<file path="src/rtl/icp_pkg.sv">
// ----------------------------------------------------------------------------
// icp_pkg
// Types and constants shared by the ICMPv6 header parser modules.
// ----------------------------------------------------------------------------
`timescale 1ns / 1ps
`default_nettype none
package icp_pkg;
  localparam logic [5:0] POS_SAT = 6'd40;
  localparam logic [7:0] RA_RES_MASK = 8'h3F;
  localparam logic [31:0] NA_RES_MASK = 32'h1FFFFFFF;
  localparam int NA_R_BIT = 31;
  localparam int NA_S_BIT = 30;
  localparam int NA_O_BIT = 29;
  localparam int RA_M_BIT = 7;
  localparam int RA_O_BIT = 6;

  typedef enum logic [3:0] {
    TAG_NONE = 4'd0, TAG_TYPE = 4'd1, TAG_CODE = 4'd2, TAG_CSUM = 4'd3,
    TAG_TWORD = 4'd4, TAG_ECHO_ID = 4'd5, TAG_ECHO_SEQ = 4'd6, TAG_HOP = 4'd7,
    TAG_RA_FLAGS = 4'd8, TAG_LIFE = 4'd9, TAG_REACH = 4'd10, TAG_RETRANS = 4'd11,
    TAG_NA_FLAGS = 4'd12, TAG_TARGET = 4'd13, TAG_DEST = 4'd14, TAG_BODY = 4'd15
  } tag_t;

  typedef enum logic [1:0] {
    ST_OK = 2'd0, ST_MISSING = 2'd1, ST_NOT_IMPL = 2'd2
  } status_t;

  // Classified byte passed from the front to the back
  typedef struct packed {
    logic [7:0]  byte_req;
    logic        last;
    logic [5:0]  pos;
    logic [7:0]  mtype;
    logic [5:0]  flen;
    logic [31:0] word;
  } cls_t;

  typedef struct packed {
    logic [3:0]  tag;
    logic [31:0] value;
    logic [1:0]  word_index;
    logic        flag_a;
    logic        flag_b;
    logic        flag_c;
    logic        end_of_message;
    logic [1:0]  status;
  } res_t;

  function automatic logic [5:0] fixed_len(input logic [7:0] t);
    case (t)
      8'd1, 8'd2, 8'd3, 8'd4, 8'd128, 8'd129, 8'd133: fixed_len = 6'd8;
      8'd134: fixed_len = 6'd16;
      8'd135, 8'd136: fixed_len = 6'd24;
      8'd137: fixed_len = 6'd40;
      default: fixed_len = 6'd0;
    endcase
  endfunction
endpackage
`default_nettype wire

</file>
<file path="src/rtl/icp_if.sv">
// ----------------------------------------------------------------------------
// icp_in_if / icp_out_if
// Valid/ready channels for message bytes and parse results.
// ----------------------------------------------------------------------------
`timescale 1ns / 1ps
`default_nettype none
interface icp_in_if;
  logic       valid;
  logic       ready;
  logic [7:0] byte_req;
  logic       last;
  modport source (output valid, output byte_req, output last, input ready);
  modport sink (input valid, input byte_req, input last, output ready);
endinterface

interface icp_out_if;
  logic        valid;
  logic        ready;
  logic [3:0]  tag;
  logic [31:0] value;
  logic [1:0]  word_index;
  logic        flag_a;
  logic        flag_b;
  logic        flag_c;
  logic        end_of_message;
  logic [1:0]  status;
  modport source (output valid, output tag, output value, output word_index,
                  output flag_a, output flag_b, output flag_c,
                  output end_of_message, output status, input ready);
  modport sink (input valid, input tag, input value, input word_index,
                input flag_a, input flag_b, input flag_c,
                input end_of_message, input status, output ready);
endinterface
`default_nettype wire

</file>
<file path="src/rtl/icp_front.sv">
// ----------------------------------------------------------------------------
// icp_front
// Tracks byte position, type and the gathered bytes; classifies each byte.
// ----------------------------------------------------------------------------
`timescale 1ns / 1ps
`default_nettype none
module icp_front (
  input  wire              clk,
  input  wire              rst_n,
  input  wire              in_valid,
  output logic             in_ready,
  input  wire [7:0]        in_byte_req,
  input  wire              in_last,
  output logic             cls_valid,
  input  wire              cls_ready,
  output icp_pkg::cls_t    cls_data
);
  import icp_pkg::*;

  logic [5:0]  pos_r, pos_nxt;
  logic [7:0]  mtype_r, mtype_nxt;
  logic [23:0] gather_r, gather_nxt;
  logic [7:0]  t;
  logic        acc;

  assign in_ready  = cls_ready;
  assign cls_valid = in_valid;
  assign acc       = in_valid && cls_ready;
  assign t         = (pos_r == 6'd0) ? in_byte_req : mtype_r;

  always_comb begin
    cls_data.byte_req = in_byte_req;
    cls_data.last     = in_last;
    cls_data.pos      = pos_r;
    cls_data.mtype    = t;
    cls_data.flen     = fixed_len(t);
    cls_data.word     = {gather_r, in_byte_req};
  end

  always_comb begin
    pos_nxt    = pos_r;
    mtype_nxt  = mtype_r;
    gather_nxt = gather_r;
    if (acc) begin
      if (in_last) begin
        pos_nxt    = 6'd0;
        mtype_nxt  = 8'd0;
        gather_nxt = 24'd0;
      end else begin
        pos_nxt    = (pos_r < POS_SAT) ? pos_r + 6'd1 : POS_SAT;
        mtype_nxt  = t;
        gather_nxt = {gather_r[15:0], in_byte_req};
      end
    end
  end

  always_ff @(posedge clk) begin
    if (!rst_n) begin
      pos_r    <= 6'd0;
      mtype_r  <= 8'd0;
      gather_r <= 24'd0;
    end else begin
      pos_r    <= pos_nxt;
      mtype_r  <= mtype_nxt;
      gather_r <= gather_nxt;
    end
  end
endmodule
`default_nettype wire

</file>
<file path="src/rtl/icp_queue.sv">
// ----------------------------------------------------------------------------
// icp_queue
// Two-entry queue between the classifier and the field decoder.
// ----------------------------------------------------------------------------
`timescale 1ns / 1ps
`default_nettype none
module icp_queue (
  input  wire              clk,
  input  wire              rst_n,
  input  wire              wr_valid,
  output logic             wr_ready,
  input  icp_pkg::cls_t    wr_data,
  output logic             rd_valid,
  input  wire              rd_ready,
  output icp_pkg::cls_t    rd_data
);
  import icp_pkg::*;

  cls_t        mem_r [2];
  logic        wp_r, wp_nxt, rp_r, rp_nxt;
  logic [1:0]  cnt_r, cnt_nxt;
  logic        wr, rd;

  assign wr_ready = (cnt_r != 2'd2);
  assign rd_valid = (cnt_r != 2'd0);
  assign wr       = wr_valid && wr_ready;
  assign rd       = rd_valid && rd_ready;
  assign rd_data  = mem_r[rp_r];

  always_comb begin
    wp_nxt  = wr ? ~wp_r : wp_r;
    rp_nxt  = rd ? ~rp_r : rp_r;
    cnt_nxt = cnt_r + {1'b0, wr} - {1'b0, rd};
  end

  always_ff @(posedge clk) begin
    if (wr) mem_r[wp_r] <= wr_data;
  end

  always_ff @(posedge clk) begin
    if (!rst_n) begin
      wp_r  <= 1'b0;
      rp_r  <= 1'b0;
      cnt_r <= 2'd0;
    end else begin
      wp_r  <= wp_nxt;
      rp_r  <= rp_nxt;
      cnt_r <= cnt_nxt;
    end
  end
endmodule
`default_nettype wire

</file>
<file path="src/rtl/icp_back.sv">
// ----------------------------------------------------------------------------
// icp_back
// Decodes the field each classified byte completes into a result register.
// ----------------------------------------------------------------------------
`timescale 1ns / 1ps
`default_nettype none
module icp_back (
  input  wire              clk,
  input  wire              rst_n,
  input  wire              cls_valid,
  output logic             cls_ready,
  input  icp_pkg::cls_t    cls_data,
  output logic             res_valid,
  input  wire              res_ready,
  output icp_pkg::res_t    res_data
);
  import icp_pkg::*;

  res_t       r;
  res_t       res_r;
  logic       valid_r;
  logic [5:0] p, len, off;
  logic [7:0] b;
  logic [31:0] w;

  assign cls_ready = !valid_r || res_ready;
  assign res_valid = valid_r;
  assign res_data  = res_r;
  assign p   = cls_data.pos;
  assign b   = cls_data.byte_req;
  assign w   = cls_data.word;
  assign len = p + 6'd1;
  assign off = (p < 6'd24) ? p - 6'd8 : p - 6'd24;

  always_comb begin
    r = '0;
    if (p == 6'd0) begin
      r.tag = TAG_TYPE; r.value = {24'd0, b};
    end else if (p == 6'd1) begin
      r.tag = TAG_CODE; r.value = {24'd0, b};
    end else if (p == 6'd3) begin
      r.tag = TAG_CSUM; r.value = {16'd0, w[15:0]};
    end else if (p >= 6'd4 && cls_data.flen != 6'd0) begin
      if (p >= cls_data.flen) begin
        r.tag = TAG_BODY; r.value = {24'd0, b};
      end else if (cls_data.mtype == 8'd128 || cls_data.mtype == 8'd129) begin
        if (p == 6'd5) begin
          r.tag = TAG_ECHO_ID; r.value = {16'd0, w[15:0]};
        end else if (p == 6'd7) begin
          r.tag = TAG_ECHO_SEQ; r.value = {16'd0, w[15:0]};
        end
      end else if (cls_data.mtype == 8'd134) begin
        if (p == 6'd4) begin
          r.tag = TAG_HOP; r.value = {24'd0, b};
        end else if (p == 6'd5) begin
          r.tag = TAG_RA_FLAGS; r.value = {24'd0, b & RA_RES_MASK};
          r.flag_a = b[RA_M_BIT]; r.flag_b = b[RA_O_BIT];
        end else if (p == 6'd7) begin
          r.tag = TAG_LIFE; r.value = {16'd0, w[15:0]};
        end else if (p == 6'd11) begin
          r.tag = TAG_REACH; r.value = w;
        end else if (p == 6'd15) begin
          r.tag = TAG_RETRANS; r.value = w;
        end
      end else if (p == 6'd7) begin
        if (cls_data.mtype == 8'd136) begin
          r.tag = TAG_NA_FLAGS; r.value = w & NA_RES_MASK;
          r.flag_a = w[NA_R_BIT]; r.flag_b = w[NA_S_BIT]; r.flag_c = w[NA_O_BIT];
        end else begin
          r.tag = TAG_TWORD; r.value = w;
        end
      end else if (p[1:0] == 2'd3 && p >= 6'd8) begin
        r.tag = (p < 6'd24) ? TAG_TARGET : TAG_DEST;
        r.value = w;
        r.word_index = off[3:2];
      end
    end
    if (cls_data.last) begin
      r.end_of_message = 1'b1;
      if (len < 6'd4) r.status = ST_MISSING;
      else if (cls_data.flen == 6'd0) r.status = ST_NOT_IMPL;
      else if (len < cls_data.flen) r.status = ST_MISSING;
      else r.status = ST_OK;
    end
  end

  always_ff @(posedge clk) begin
    if (cls_valid && cls_ready) res_r <= r;
  end

  always_ff @(posedge clk) begin
    if (!rst_n) begin
      valid_r <= 1'b0;
    end else if (cls_ready) begin
      valid_r <= cls_valid;
    end
  end
endmodule
`default_nettype wire

</file>
<file path="src/rtl/icmpv6_header_parser_top.sv">
// ----------------------------------------------------------------------------
// icmpv6_header_parser_top
// Byte-wise ICMPv6 header field parser.
// ----------------------------------------------------------------------------
// channel  dir  contents
// in_      in   byte_req, last
// out_     out  tag, value, word_index, flag_a/b/c, end_of_message, status
//
// One byte per cycle sustained while the output accepts results. A result is
// registered after its byte's transfer, first in the two-entry queue, then in
// the decoder's output register.
// The delay is set by the queue and result register; the position counter
// updates only when a byte is accepted.
// Reset (rst_n low, synchronous) clears position, type, queue and result valid.
// Either side may stall; the queue absorbs up to two bytes.
`timescale 1ns / 1ps
`default_nettype none
module icmpv6_header_parser_top (
  input wire        clk,
  input wire        rst_n,
  icp_in_if.sink    in_ch,
  icp_out_if.source out_ch
);
  import icp_pkg::*;

  cls_t f_data, q_data;
  res_t res;
  logic f_valid, f_ready, q_valid, q_ready;

  icp_front u_front (
    .clk(clk), .rst_n(rst_n),
    .in_valid(in_ch.valid), .in_ready(in_ch.ready),
    .in_byte_req(in_ch.byte_req), .in_last(in_ch.last),
    .cls_valid(f_valid), .cls_ready(f_ready), .cls_data(f_data)
  );

  icp_queue u_queue (
    .clk(clk), .rst_n(rst_n),
    .wr_valid(f_valid), .wr_ready(f_ready), .wr_data(f_data),
    .rd_valid(q_valid), .rd_ready(q_ready), .rd_data(q_data)
  );

  icp_back u_back (
    .clk(clk), .rst_n(rst_n),
    .cls_valid(q_valid), .cls_ready(q_ready), .cls_data(q_data),
    .res_valid(out_ch.valid), .res_ready(out_ch.ready), .res_data(res)
  );

  assign out_ch.tag            = res.tag;
  assign out_ch.value          = res.value;
  assign out_ch.word_index     = res.word_index;
  assign out_ch.flag_a         = res.flag_a;
  assign out_ch.flag_b         = res.flag_b;
  assign out_ch.flag_c         = res.flag_c;
  assign out_ch.end_of_message = res.end_of_message;
  assign out_ch.status         = res.status;
endmodule
`default_nettype wire

</file>
<file path="src/flat_wrapper.sv">
// flat-port wrapper written by rule: the top's interface ports become plain ports
module icmpv6_header_parser_top_flat import icp_pkg::*;
  (clk, rst_n, in_ch_valid, in_ch_byte_req, in_ch_last, in_ch_ready, out_ch_valid, out_ch_tag, out_ch_value, out_ch_word_index, out_ch_flag_a, out_ch_flag_b, out_ch_flag_c, out_ch_end_of_message, out_ch_status, out_ch_ready);
  icp_in_if in_ch_i ();
  icp_out_if out_ch_i ();
  input wire clk;
  input wire rst_n;
  input wire logic [$bits(in_ch_i.valid)-1:0] in_ch_valid;
  input wire logic [$bits(in_ch_i.byte_req)-1:0] in_ch_byte_req;
  input wire logic [$bits(in_ch_i.last)-1:0] in_ch_last;
  output wire logic [$bits(in_ch_i.ready)-1:0] in_ch_ready;
  output wire logic [$bits(out_ch_i.valid)-1:0] out_ch_valid;
  output wire logic [$bits(out_ch_i.tag)-1:0] out_ch_tag;
  output wire logic [$bits(out_ch_i.value)-1:0] out_ch_value;
  output wire logic [$bits(out_ch_i.word_index)-1:0] out_ch_word_index;
  output wire logic [$bits(out_ch_i.flag_a)-1:0] out_ch_flag_a;
  output wire logic [$bits(out_ch_i.flag_b)-1:0] out_ch_flag_b;
  output wire logic [$bits(out_ch_i.flag_c)-1:0] out_ch_flag_c;
  output wire logic [$bits(out_ch_i.end_of_message)-1:0] out_ch_end_of_message;
  output wire logic [$bits(out_ch_i.status)-1:0] out_ch_status;
  input wire logic [$bits(out_ch_i.ready)-1:0] out_ch_ready;
  assign in_ch_i.valid = in_ch_valid;
  assign in_ch_i.byte_req = in_ch_byte_req;
  assign in_ch_i.last = in_ch_last;
  assign in_ch_ready = in_ch_i.ready;
  assign out_ch_valid = out_ch_i.valid;
  assign out_ch_tag = out_ch_i.tag;
  assign out_ch_value = out_ch_i.value;
  assign out_ch_word_index = out_ch_i.word_index;
  assign out_ch_flag_a = out_ch_i.flag_a;
  assign out_ch_flag_b = out_ch_i.flag_b;
  assign out_ch_flag_c = out_ch_i.flag_c;
  assign out_ch_end_of_message = out_ch_i.end_of_message;
  assign out_ch_status = out_ch_i.status;
  assign out_ch_i.ready = out_ch_ready;
  icmpv6_header_parser_top u_core (.clk(clk), .rst_n(rst_n), .in_ch(in_ch_i), .out_ch(out_ch_i));
endmodule
</file>
<file path="config.mk">
export PLATFORM = sky130hd
export DESIGN_NAME = icmpv6_header_parser_top_flat
export DESIGN_NICKNAME = d
export VERILOG_FILES = /design/src/rtl/icp_pkg.sv /design/src/rtl/icp_if.sv /design/src/rtl/icp_front.sv /design/src/rtl/icp_queue.sv /design/src/rtl/icp_back.sv /design/src/rtl/icmpv6_header_parser_top.sv /design/src/flat_wrapper.sv
export SDC_FILE = /design/constraint.sdc
export NUM_CORES = 1
export LEC_CHECK = 0
export BUFFER_PORTS_ARGS = -buffer_cell sky130_fd_sc_hd__buf_4
export CAP_MARGIN = 20
export CORE_ASPECT_RATIO = 1.25
export CORE_UTILIZATION = 60
export DETAILED_ROUTE_END_ITERATION = 10
export GPL_TIMING_DRIVEN = 0
export PLACE_DENSITY = 0.77
export REMOVE_ABC_BUFFERS = 1
export SLEW_MARGIN = 20
export SYNTH_ARGS = -nofsm -noshare
export SYNTH_HDL_FRONTEND = slang
export SYNTH_HIERARCHICAL = 1
export SYNTH_SLANG_ARGS = --single-unit
export TNS_END_PERCENT = 30
</file>
<file path="constraint.sdc">
create_clock -name clk -period 6.43 [get_ports clk]
set_input_delay 1.286 -clock clk [delete_from_list [all_inputs] [get_ports clk]]
set_output_delay 1.286 -clock clk [all_outputs]
set_load 0.02 [all_outputs]
</file>
==> flow_results.xml, run 1 <==
<?xml version="1.0" encoding="UTF-8"?>
<metrics>
  <group name="sta">
    <metric name="unrepaired_setup_endpoints_after_global_routing" unit="">false</metric>
    <metric name="postLayoutSetupSlackWorst" unit="ps">2344</metric>
    <metric name="totalNegativeSetupSlack" unit="ps">0</metric>
    <metric name="fin_skew" unit="ps">9.944</metric>
    <metric name="final.min_clock_period" unit="ps">4086</metric>
    <metric name="timing_max_transition_violations_final" unit="">0</metric>
    <metric name="worst-slew-pin-transition" unit="ps">977.5</metric>
    <metric name="max-slew-margin-rel" unit="%">34.48</metric>
    <metric name="fin_worst_hold_slack" unit="ps">455.9</metric>
    <metric name="final_hold_viol_count" unit="">0</metric>
    <metric name="setup_viol" unit="">0</metric>
    <metric name="post_route_fraction_of_the_period_consumed_by_the_critical_path" unit="%">63.55</metric>
    <metric name="maxClockFrequency" unit="MHz">244.7</metric>
  </group>
  <group name="grt">
    <metric name="grt_max_degree" unit="">46</metric>
    <metric name="globalRouteOverflowTotal" unit="">0</metric>
    <metric name="grt_antenna_before_repair" unit="">0</metric>
    <metric name="grt.total_usage" unit="%">21.67</metric>
    <metric name="grt_pass1_vias" unit="">5604</metric>
    <metric name="wire_length_of_the_first_global_routing_pass" unit="um">27610</metric>
  </group>
  <group name="logic_synthesis">
    <metric name="yosysWarningCount" unit="">6</metric>
    <metric name="synth.distinct_cells" unit="">65</metric>
    <metric name="syn_inst" unit="">695</metric>
    <metric name="synth_async_sr_flop_share" unit="%">0</metric>
    <metric name="yosysSeqAreaShare" unit="%">61.48</metric>
    <metric name="mappedNetlistArea" unit="um2">9540</metric>
    <metric name="avgSynthCellArea" unit="um2">13.73</metric>
    <metric name="ys.flop_type" unit="">edfxtp_1</metric>
    <metric name="synth-edff-count" unit="">166</metric>
    <metric name="synth_seq_cells" unit="">210</metric>
  </group>
  <group name="setup_path">
    <metric name="crit_buf_inv" unit="">2</metric>
    <metric name="worstSetupPathType" unit="">flip-flop to flip-flop</metric>
    <metric name="critical-path-top-delay-family" unit="">simple AND/OR/NAND/NOR gates</metric>
    <metric name="arrival" unit="ps">4430</metric>
    <metric name="critical_path_required" unit="ps">6770</metric>
    <metric name="worstSetupEndpointType" unit="">flip-flop</metric>
    <metric name="path_max_fanout" unit="">31</metric>
    <metric name="crit_chain" unit="">buf_12 -&gt; mux2_4 -&gt; inv_1 -&gt; ha_1 -&gt; a21o_1 -&gt; a221oi_2 -&gt; nand3b_1 -&gt; nor3_2 -&gt; and3_1</metric>
    <metric name="critical_path.slowest_cell" unit="">nor3_2</metric>
    <metric name="worstSetupStartpointType" unit="">flip-flop</metric>
    <metric name="worst_path_largest_cell_delay" unit="ps">840</metric>
  </group>
  <group name="layout">
    <metric name="finalNonFillerCells" unit="">957</metric>
    <metric name="post_route_cells_drive_above_1_share" unit="%">25.10</metric>
    <metric name="leading_cell_type_in_the_layout_fill_and_taps_excluded" unit="">edfxtp_1</metric>
    <metric name="synthToLayoutAreaGrowth" unit="%">12.13</metric>
    <metric name="final_cell_area" unit="um2">10700</metric>
    <metric name="final_cell_mix" unit="">edfxtp_1 (166), mux2_4 (61), buf_4 (58), nor2_1 (46)</metric>
    <metric name="total_number_of_nets_in_the_final_design" unit="">762</metric>
    <metric name="antenna_cells" unit="">0</metric>
  </group>
  <group name="clock_tree">
    <metric name="cts.path.max_buffers" unit="">3</metric>
    <metric name="worstSkewPairLatency" unit="ps">490</metric>
    <metric name="clockRootBuffer" unit="">clkbuf_16</metric>
    <metric name="cts_made_buffers" unit="">21</metric>
    <metric name="cts_tree" unit="">done</metric>
    <metric name="clock_sinks" unit="">210</metric>
    <metric name="hold_buffers" unit="">0</metric>
    <metric name="post_cts_buffers" unit="">0</metric>
    <metric name="cts-htree-levels" unit="">1</metric>
    <metric name="path_clk_slew" unit="ps">60</metric>
    <metric name="cts_resized" unit="">0</metric>
  </group>
  <group name="drt">
    <metric name="dr.pass1.iters" unit="">4</metric>
    <metric name="drt_wl_total" unit="um">17440</metric>
    <metric name="route.detailed.wl_per_inst" unit="um">18.22</metric>
    <metric name="num_vias" unit="">5507</metric>
    <metric name="antenna_left" unit="">0</metric>
    <metric name="drc" unit="">0</metric>
    <metric name="dr.first_iter.drc_count" unit="">315</metric>
    <metric name="via_per_inst" unit="">5.754</metric>
  </group>
  <group name="worst_hold_path">
    <metric name="hp-class" unit="">flip-flop to flip-flop</metric>
  </group>
  <group name="place">
    <metric name="hpwlAfterDp" unit="um">11470</metric>
    <metric name="buffer_ports.inserted" unit="">58</metric>
    <metric name="final_weighted_congestion_of_routability_driven_global_placement" unit="">0.8402</metric>
    <metric name="placed_cells" unit="">919</metric>
    <metric name="detailed_place.area" unit="um2">9992</metric>
    <metric name="detailedPlace.worstSlack" unit="ps">2399</metric>
  </group>
  <group name="power">
    <metric name="power_leakage" unit="nW">4.002</metric>
    <metric name="total_power_density_per_cell_area" unit="nW/um2">435.7</metric>
    <metric name="max-vdd-ir-drop" unit="V">0.0003138</metric>
  </group>
  <group name="job">
    <metric name="timing.max_cap.violations" unit="">0</metric>
  </group>
  <group name="floorplanning">
    <metric name="rows" unit="">51</metric>
    <metric name="initial_utilization" unit="%">61.27</metric>
    <metric name="die-area" unit="um2">16410</metric>
    <metric name="floorplan.die.width" unit="um">114.8</metric>
    <metric name="fp.dieH" unit="um">143.0</metric>
    <metric name="top_level_ports" unit="">59</metric>
    <metric name="area_of_the_core" unit="um2">15570</metric>
  </group>
  <group name="run_status">
    <metric name="outcome" unit="">finished clean</metric>
  </group>
</metrics>
==> where the power goes <==
| part | switching (mW) | internal [mW] | total, mW |
|---|---|---|---|
| registers | 0.132 | 1.79 | 1.92 |
| logic | 0.825 | 0.679 | 1.50 |
| clock network | 0.489 | 0.747 | 1.24 |
==> registers in the layout, indices dropped and copies added (netlist names), named ones only <==
signal and flops:
u_core/u_front/mtype_r 8, u_core/u_back/res_valid 1, u_core/u_queue/mem_r 122, u_core/u_front/pos_r 6, u_core/u_queue/wp_r 1, u_core/u_queue/cnt_r 2, u_core/u_front/gather_r 24, u_core/u_back/res_data 44
u_core/u_queue/rp_r 1
==> synth_stat cells, drive strengths merged, types with 9 or more instances <==
cell type	number	area share [%]
inv	20	0.79
buf	37	3.7
mux2	70	11
nor4	9	0.79
nand2	39	1.5
o21ai	15	0.90
dfxtp	44	9.2
and2	26	1.7
clkbuf	17	0.68
o22ai	11	0.72
nor3b	23	1.8
a21oi	43	2.3
edfxtp	166	52
ha	19	2.5
nor3	13	0.73
nor2	48	1.9
==> through the flow <==
stage | power [mW] | utilization [%]
final | 4.661 | 68.71
after global routing | 4.874 | 68.71
after CTS | 4.686 | 68.71
after detailed placement | 3.449 | 64.18
after global placement | 3.414 | 63.14
after floorplan | 2.987 | -
==> layer usage <==
metal	vias up	routed length, um	global-route usage, %	part of all wire (%)
li1	2611	-	-	-
met1	2726	7236	26.35	42
met2	143	9128	39.84	52
met3	27	718	2.801	4.1
met4	0	351	6.630	2.0
met5	-	0	0	0
==> worst paths after layout <==
check | startpoint | end | slack (ps) | cells after the start
hold reg to reg | u_core/u_front/gather_r[21]$_SDFFE_PN0P_ | u_core/u_queue/mem_r[1][29]$_DFFE_PP_ | 460 | 0
setup / recovery | flip-flop | u_core/u_back/res_data[39]$_SDFFCE_PP0P_ | 2340 | 9
hold / removal | u_core/u_front/gather_r[21]$_SDFFE_PN0P_ | u_core/u_queue/mem_r[1][29]$_DFFE_PP_ | 460 | 0
setup reg to reg | flip-flop | u_core/u_back/res_data[39]$_SDFFCE_PP0P_ | 2340 | 9
==> worst register-to-register path, stage by stage, from the launching register on <==
cell and delay [ps]:
dfxtp_4 760, buf_12 340, mux2_4 360, inv_1 100, ha_1 260, a21o_1 190, a221oi_2 490, nand3b_1 300
nor3_2 840, and3_1 300
==> logic make-up after synthesis <==
| group | Yosys count | synth area share [%] |
|---|---|---|
| flops | 210 | 61.48 |
| compound gates | 104 | 7.108 |
| xor+xnor | 8 | 0.7345 |
| other cells | 1 | 0.03931 |
| simple gates | 206 | 12.00 |
| fa+ha+maj | 19 | 2.492 |
| mux | 73 | 10.98 |
| buf+inv | 74 | 5.167 |
==> cell type report <==
type / count / area (um2)
inverters: 20 / 75.07
multi-input cells: 413 / 3217
clock buffers: 27 / 568.0
clock inverters: 11 / 137.6
flip-flops and latches: 210 / 5869
well taps: 212 / 265.3
repair buffers: 64 / 565.5
fillers: 1132 / 4872
Power figures use the tool's default switching activity.
==> inputs of run 2 (changes only) <==
Settings changed: ABC_AREA set to 1, CORE_UTILIZATION 60 to 56, PLACE_DENSITY 0.77 to 0.75.
Clock period 6.43 ns to 3.7 ns, I/O delays scaled along.
==> flow_results.xml, run 2 <==
<?xml version="1.0" encoding="UTF-8"?>
<metrics>
  <group name="drt">
    <metric name="num_vias" unit="">6511</metric>
    <metric name="drt_wl_total" unit="um">19750</metric>
    <metric name="dr.pass1.iters" unit="">5</metric>
    <metric name="detailroute.wirelength.met2" unit="um">10540</metric>
    <metric name="drc" unit="">0</metric>
    <metric name="topRoutingLayerUsed" unit="">met4</metric>
    <metric name="route.detailed.wl_per_inst" unit="um">16.62</metric>
    <metric name="wl_met3" unit="um">873</metric>
    <metric name="antenna_left" unit="">0</metric>
    <metric name="drt-met1-wl" unit="um">7921</metric>
    <metric name="via_per_inst" unit="">5.481</metric>
    <metric name="dr.first_iter.drc_count" unit="">486</metric>
  </group>
  <group name="floorplanning">
    <metric name="top_level_ports" unit="">59</metric>
    <metric name="fp.dieH" unit="um">152.3</metric>
    <metric name="area_of_the_core" unit="um2">17570</metric>
    <metric name="floorplan.die.width" unit="um">122.3</metric>
    <metric name="rows" unit="">54</metric>
    <metric name="die-area" unit="um2">18630</metric>
    <metric name="initial_utilization" unit="%">57.64</metric>
  </group>
  <group name="logic_synthesis">
    <metric name="yosysSeqAreaShare" unit="%">57.93</metric>
    <metric name="synth_seq_cells" unit="">210</metric>
    <metric name="yosysMostFrequentCell" unit="">nand2_1</metric>
    <metric name="avgSynthCellArea" unit="um2">11.13</metric>
    <metric name="post_synth_most_frequent_cells" unit="">nand2_1 (212), edfxtp_1 (166), a21oi_1 (74)</metric>
    <metric name="ys.flop_type" unit="">edfxtp_1</metric>
    <metric name="ys_top_cells_by_area" unit="">edfxtp_1 (49%), mux2_4 (8.9%), dfxtp_1 (8.7%)</metric>
    <metric name="largest_area_contributor_in_the_netlist" unit="">edfxtp_1</metric>
    <metric name="yosysWarningCount" unit="">6</metric>
    <metric name="synth_async_sr_flop_share" unit="%">0</metric>
    <metric name="yosys.area.top_type_share" unit="%">49.23</metric>
    <metric name="mappedNetlistArea" unit="um2">10130</metric>
    <metric name="syn_inst" unit="">910</metric>
    <metric name="synth-edff-count" unit="">166</metric>
    <metric name="synth.distinct_cells" unit="">48</metric>
  </group>
  <group name="job">
    <metric name="timing.max_cap.violations" unit="">0</metric>
  </group>
  <group name="power">
    <metric name="total_power_density_per_cell_area" unit="nW/um2">825.0</metric>
    <metric name="max-vdd-ir-drop" unit="V">0.0006278</metric>
    <metric name="power_leakage" unit="nW">4.608</metric>
  </group>
  <group name="sta">
    <metric name="maxClockFrequency" unit="MHz">292.0</metric>
    <metric name="max-slew-margin-rel" unit="%">41.09</metric>
    <metric name="setup_viol" unit="">0</metric>
    <metric name="final.min_clock_period" unit="ps">3425</metric>
    <metric name="final_hold_viol_count" unit="">0</metric>
    <metric name="post_route_fraction_of_the_period_consumed_by_the_critical_path" unit="%">92.57</metric>
    <metric name="timing_max_transition_violations_final" unit="">0</metric>
    <metric name="worst-slew-pin-transition" unit="ps">880.5</metric>
    <metric name="fin_skew" unit="ps">23.59</metric>
    <metric name="unrepaired_setup_endpoints_after_global_routing" unit="">false</metric>
  </group>
  <group name="layout">
    <metric name="post_route_cells_drive_above_1_share" unit="%">23.34</metric>
    <metric name="synthToLayoutAreaGrowth" unit="%">13.01</metric>
    <metric name="total_number_of_nets_in_the_final_design" unit="">981</metric>
    <metric name="leading_cell_type_in_the_layout_fill_and_taps_excluded" unit="">nand2_1</metric>
    <metric name="antenna_cells" unit="">0</metric>
    <metric name="final_cell_mix" unit="">nand2_1 (211), edfxtp_1 (166), a21oi_1 (73), inv_1 (70), nor2_1 (62)</metric>
    <metric name="largest_register" unit="">u_core/u_queue/mem_r</metric>
    <metric name="final_cell_area" unit="um2">11440</metric>
    <metric name="filler_cell_count" unit="">1293</metric>
    <metric name="largest_register_ff_count" unit="">122</metric>
    <metric name="finalNonFillerCells" unit="">1188</metric>
    <metric name="finish.utilization" unit="%">65.14</metric>
  </group>
  <group name="place">
    <metric name="placed_cells" unit="">1150</metric>
    <metric name="buffer_ports.inserted" unit="">58</metric>
    <metric name="detailed_place.area" unit="um2">10650</metric>
    <metric name="hpwlAfterDp" unit="um">12730</metric>
    <metric name="final_weighted_congestion_of_routability_driven_global_placement" unit="">0.8945</metric>
  </group>
  <group name="worst_hold_path">
    <metric name="hp-class" unit="">flip-flop to flip-flop</metric>
  </group>
  <group name="clock_tree">
    <metric name="path_clk_slew" unit="ps">60</metric>
    <metric name="post_cts_buffers" unit="">0</metric>
    <metric name="worstSkewPairLatency" unit="ps">500</metric>
    <metric name="cts_resized" unit="">0</metric>
    <metric name="cts_made_buffers" unit="">21</metric>
    <metric name="cts_tree" unit="">done</metric>
    <metric name="hold_buffers" unit="">0</metric>
    <metric name="cts.path.max_buffers" unit="">3</metric>
    <metric name="clock_sinks" unit="">210</metric>
    <metric name="clockRootBuffer" unit="">clkbuf_16</metric>
    <metric name="cts-htree-levels" unit="">1</metric>
  </group>
  <group name="grt">
    <metric name="globalRouteOverflowTotal" unit="">0</metric>
    <metric name="grt_pass1_vias" unit="">6479</metric>
    <metric name="grt_max_degree" unit="">46</metric>
    <metric name="grt_antenna_before_repair" unit="">0</metric>
    <metric name="grt.total_usage" unit="%">21.97</metric>
    <metric name="wire_length_of_the_first_global_routing_pass" unit="um">32070</metric>
  </group>
  <group name="setup_path">
    <metric name="critical_path_required" unit="ps">3940</metric>
    <metric name="worstSetupEndpointType" unit="">flip-flop</metric>
    <metric name="worstSetupPathType" unit="">flip-flop to flip-flop</metric>
    <metric name="path_max_fanout" unit="">39</metric>
    <metric name="worstSetupStartpointType" unit="">flip-flop</metric>
    <metric name="arrival" unit="ps">3660</metric>
  </group>
  <group name="run_status">
    <metric name="outcome" unit="">finished clean</metric>
  </group>
</metrics>
run 2: cell families after synthesis:
kind of cell             Yosys count  synth area share (%)
multiplexers                      61                 9.008
buffers and inverters            138                 7.587
AO/OA/AOI/OAI                     99                 5.412
other                              1               0.03703
AND/OR/NAND/NOR                  379                 17.42
flip-flops                       210                 57.93
XOR/XNOR                           3                0.2595
adder cells (fa/ha/maj)           19                 2.348
run 2: layer usage:
metal	global-route usage, %	up-vias
met5	0	-
met4	7.317	0
met3	2.545	40
met2	40.48	217
met1	26.02	3104
li1	-	3150
run 2: final cells by class:
cell class | count | area, um2 | area share, %
Clock buffer | 25 | 570.5 | 4.986
Clock inverter | 13 | 222.7 | 1.946
Tap cell | 224 | 280.3 | 2.449
Timing Repair Buffer | 66 | 640.6 | 5.598
Multi-Input combinational cell | 564 | 3526 | 30.81
Sequential cell | 210 | 5869 | 51.29
Inverter | 86 | 334.1 | 2.919
run 2: where the power goes:
part,total [mW],leakage (nW),internal [mW],switching (mW)
combinational,3.59,2.27,1.44,2.15
clock,2.40,0.386,1.52,0.877
sequential,3.45,1.95,3.22,0.228
total,9.44,4.61,6.19,3.25
run 2: final timing paths:
path / cells past startpoint / slack [ps] / start / endpoint
max: 14 / 270 / flip-flop / u_core/u_back/res_data[40]$_SDFFCE_PP1P_
min: 0 / 460 / u_core/u_front/gather_r[17]$_SDFFE_PN0P_ / u_core/u_queue/mem_r[1][25]$_DFFE_PP_
max reg2reg: 14 / 270 / flip-flop / u_core/u_back/res_data[40]$_SDFFCE_PP1P_
min reg2reg: 0 / 460 / u_core/u_front/gather_r[17]$_SDFFE_PN0P_ / u_core/u_queue/mem_r[1][25]$_DFFE_PP_
run 2: stage by stage:
step / TNS (ps) / power (mW) / hold WS (ps) / setup slack (ps)
2_1_floorplan: -34100 / 5.986 / 425.9 / -732.6
3_3_place_gp: -231270 / 6.969 / 431.0 / -2010
3_5_place_dp: 0 / 7.060 / 442.0 / 299.2
4_1_cts: 0 / 9.488 / 453.2 / 271.4
5_1_grt: 0 / 9.928 / 456.6 / 65.57
6_report: 0 / 9.440 / 457.1 / 274.9
run 2: critical path, stage by stage (launching register included):
cell,delay (ps)
dfxtp_4,660
buf_16,330
mux2_4,330
inv_1,130
ha_1,260
nand2_1,100
nor2_1,50
o21ai_1,100
nand4_2,340
inv_1,480
nand3_1,130
nand2_1,80
nand2_1,50
nand2_1,50
nand2_1,50
==> inputs of run 3 (changes only) <==
Settings changed: CORE_UTILIZATION 56 to 60, PLACE_DENSITY 0.75 to 0.77.
Clock period 3.7 ns to 4.4 ns, I/O delays scaled along.
==> flow_results.xml, run 3 (same netlist as run 2, synthesis figures left out) <==
<?xml version="1.0" encoding="UTF-8"?>
<metrics>
  <group name="run_status">
    <metric name="outcome" unit="">finished clean</metric>
  </group>
  <group name="layout">
    <metric name="largest_register_ff_count" unit="">122</metric>
    <metric name="finalNonFillerCells" unit="">1180</metric>
    <metric name="total_number_of_nets_in_the_final_design" unit="">981</metric>
    <metric name="post_route_cells_drive_above_1_share" unit="%">23.13</metric>
    <metric name="final_cell_mix" unit="">nand2_1 (211), edfxtp_1 (166), a21oi_1 (73), inv_1 (70), nor2_1 (62)</metric>
    <metric name="synthToLayoutAreaGrowth" unit="%">11.60</metric>
    <metric name="leading_cell_type_in_the_layout_fill_and_taps_excluded" unit="">nand2_1</metric>
    <metric name="antenna_cells" unit="">0</metric>
    <metric name="largest_register" unit="">u_core/u_queue/mem_r</metric>
  </group>
  <group name="clock_tree">
    <metric name="cts.path.max_buffers" unit="">3</metric>
    <metric name="cts_tree" unit="">done</metric>
    <metric name="cts-htree-levels" unit="">1</metric>
    <metric name="clock_sinks" unit="">210</metric>
    <metric name="cts_resized" unit="">0</metric>
    <metric name="hold_buffers" unit="">0</metric>
    <metric name="post_cts_buffers" unit="">0</metric>
    <metric name="worstSkewPairLatency" unit="ps">510</metric>
    <metric name="path_clk_slew" unit="ps">70</metric>
    <metric name="cts_made_buffers" unit="">21</metric>
    <metric name="clockRootBuffer" unit="">clkbuf_16</metric>
  </group>
  <group name="sta">
    <metric name="unrepaired_setup_endpoints_after_global_routing" unit="">false</metric>
    <metric name="timing_max_transition_violations_final" unit="">0</metric>
    <metric name="final.min_clock_period" unit="ps">3392</metric>
    <metric name="worst-slew-pin-transition" unit="ps">867.7</metric>
    <metric name="post_route_fraction_of_the_period_consumed_by_the_critical_path" unit="%">77.09</metric>
    <metric name="maxClockFrequency" unit="MHz">294.8</metric>
    <metric name="max-slew-margin-rel" unit="%">41.95</metric>
    <metric name="fin_skew" unit="ps">34.83</metric>
    <metric name="totalNegativeSetupSlack" unit="ps">0</metric>
    <metric name="setup_viol" unit="">0</metric>
    <metric name="final_hold_viol_count" unit="">0</metric>
    <metric name="postLayoutSetupSlackWorst" unit="ps">1008</metric>
  </group>
  <group name="place">
    <metric name="detailedPlace.worstSlack" unit="ps">977.2</metric>
    <metric name="final_weighted_congestion_of_routability_driven_global_placement" unit="">0.9253</metric>
    <metric name="hpwlAfterDp" unit="um">12470</metric>
    <metric name="buffer_ports.inserted" unit="">58</metric>
    <metric name="placed_cells" unit="">1142</metric>
  </group>
  <group name="grt">
    <metric name="grt_max_degree" unit="">53</metric>
    <metric name="globalRouteOverflowTotal" unit="">0</metric>
    <metric name="wire_length_of_the_first_global_routing_pass" unit="um">30020</metric>
    <metric name="grt_pass1_vias" unit="">6171</metric>
    <metric name="grt_antenna_before_repair" unit="">0</metric>
    <metric name="grt.total_usage" unit="%">21.86</metric>
  </group>
  <group name="power">
    <metric name="total_power_density_per_cell_area" unit="nW/um2">673.2</metric>
    <metric name="max-vdd-ir-drop" unit="V">0.0003784</metric>
    <metric name="power_leakage" unit="nW">4.535</metric>
  </group>
  <group name="setup_path">
    <metric name="worstSetupStartpointType" unit="">flip-flop</metric>
    <metric name="worstSetupEndpointType" unit="">flip-flop</metric>
    <metric name="worstSetupPathType" unit="">flip-flop to flip-flop</metric>
    <metric name="path_max_fanout" unit="">38</metric>
    <metric name="arrival" unit="ps">3630</metric>
    <metric name="critical_path_required" unit="ps">4640</metric>
    <metric name="reg2reg_depth" unit="">14</metric>
  </group>
  <group name="floorplanning">
    <metric name="floorplan.die.width" unit="um">118.2</metric>
    <metric name="fp.dieH" unit="um">147.2</metric>
    <metric name="area_of_the_core" unit="um2">16330</metric>
    <metric name="rows" unit="">52</metric>
    <metric name="initial_utilization" unit="%">62.01</metric>
    <metric name="die-area" unit="um2">17400</metric>
    <metric name="top_level_ports" unit="">59</metric>
  </group>
  <group name="drt">
    <metric name="drc" unit="">0</metric>
    <metric name="num_vias" unit="">6439</metric>
    <metric name="via_per_inst" unit="">5.457</metric>
    <metric name="drt_wl_total" unit="um">18950</metric>
    <metric name="antenna_left" unit="">0</metric>
    <metric name="dr.first_iter.drc_count" unit="">415</metric>
    <metric name="dr.pass1.iters" unit="">6</metric>
    <metric name="route.detailed.wl_per_inst" unit="um">16.06</metric>
  </group>
  <group name="worst_hold_path">
    <metric name="hp-class" unit="">flip-flop to flip-flop</metric>
    <metric name="timing.hold.worst_path_depth" unit="">0</metric>
  </group>
  <group name="job">
    <metric name="timing.max_cap.violations" unit="">0</metric>
  </group>
</metrics>
[run 3: final cells by class]
type | count | area (um2)
flip-flops and latches | 210 | 5869
fillers | 1171 | 5030
multi-input cells | 564 | 3526
repair buffers | 66 | 615.6
clock buffers | 26 | 575.6
inverters | 86 | 334.1
well taps | 216 | 270.3
clock inverters | 12 | 110.1
[run 3: per-layer routing]
metal | wire length [um] | up-vias | GRT usage, % | part of all wire, %
met5 | 0 | - | 0 | 0
met3 | 937 | 55 | 2.911 | 4.9
met4 | 554 | 0 | 8.974 | 2.9
met2 | 9854 | 200 | 40.38 | 52
li1 | - | 3150 | - | -
met1 | 7599 | 3034 | 25.44 | 40
[run 3: worst paths after layout]
path	from	to	slack, ps
min reg2reg	u_core/u_front/gather_r[17]$_SDFFE_PN0P_	u_core/u_queue/mem_r[1][25]$_DFFE_PP_	460
max	flip-flop	u_core/u_back/res_data[40]$_SDFFCE_PP1P_	1010
max reg2reg	flip-flop	u_core/u_back/res_data[40]$_SDFFCE_PP1P_	1010
min	u_core/u_front/gather_r[17]$_SDFFE_PN0P_	u_core/u_queue/mem_r[1][25]$_DFFE_PP_	460
[run 3: stage by stage]
| stage | utilization, % | hold WS, ps | cell area (um2) | total power, mW |
|---|---|---|---|---|
| floorplan | - | 425.9 | 9697 | 5.034 |
| global placement | 63.70 | 432.5 | 10400 | 5.840 |
| detailed placement | 65.00 | 437.1 | 10620 | 5.898 |
| CTS | 69.20 | 453.6 | 11300 | 7.646 |
| global route | 69.20 | 465.9 | 11300 | 7.997 |
| finish | 69.20 | 455.6 | 11300 | 7.607 |
[run 3: worst max-delay path, cell delays in order, from the launching register on]
cell     delay (ps)
dfxtp_4         670
buf_16          330
mux2_4          330
inv_1           120
ha_1            260
nand2_1         100
nor2_1           50
o21ai_1          90
nand4_2         340
inv_1           470
nand3_1         130
nand2_1          80
nand2_1          60
nand2_1          60
nand2_1          40
[run 3: power by group]
group | total [mW] | switching [mW] | internal [mW]
logic | 2.97 | 1.78 | 1.19
clock network | 1.74 | 0.733 | 1.00
registers | 2.90 | 0.192 | 2.71
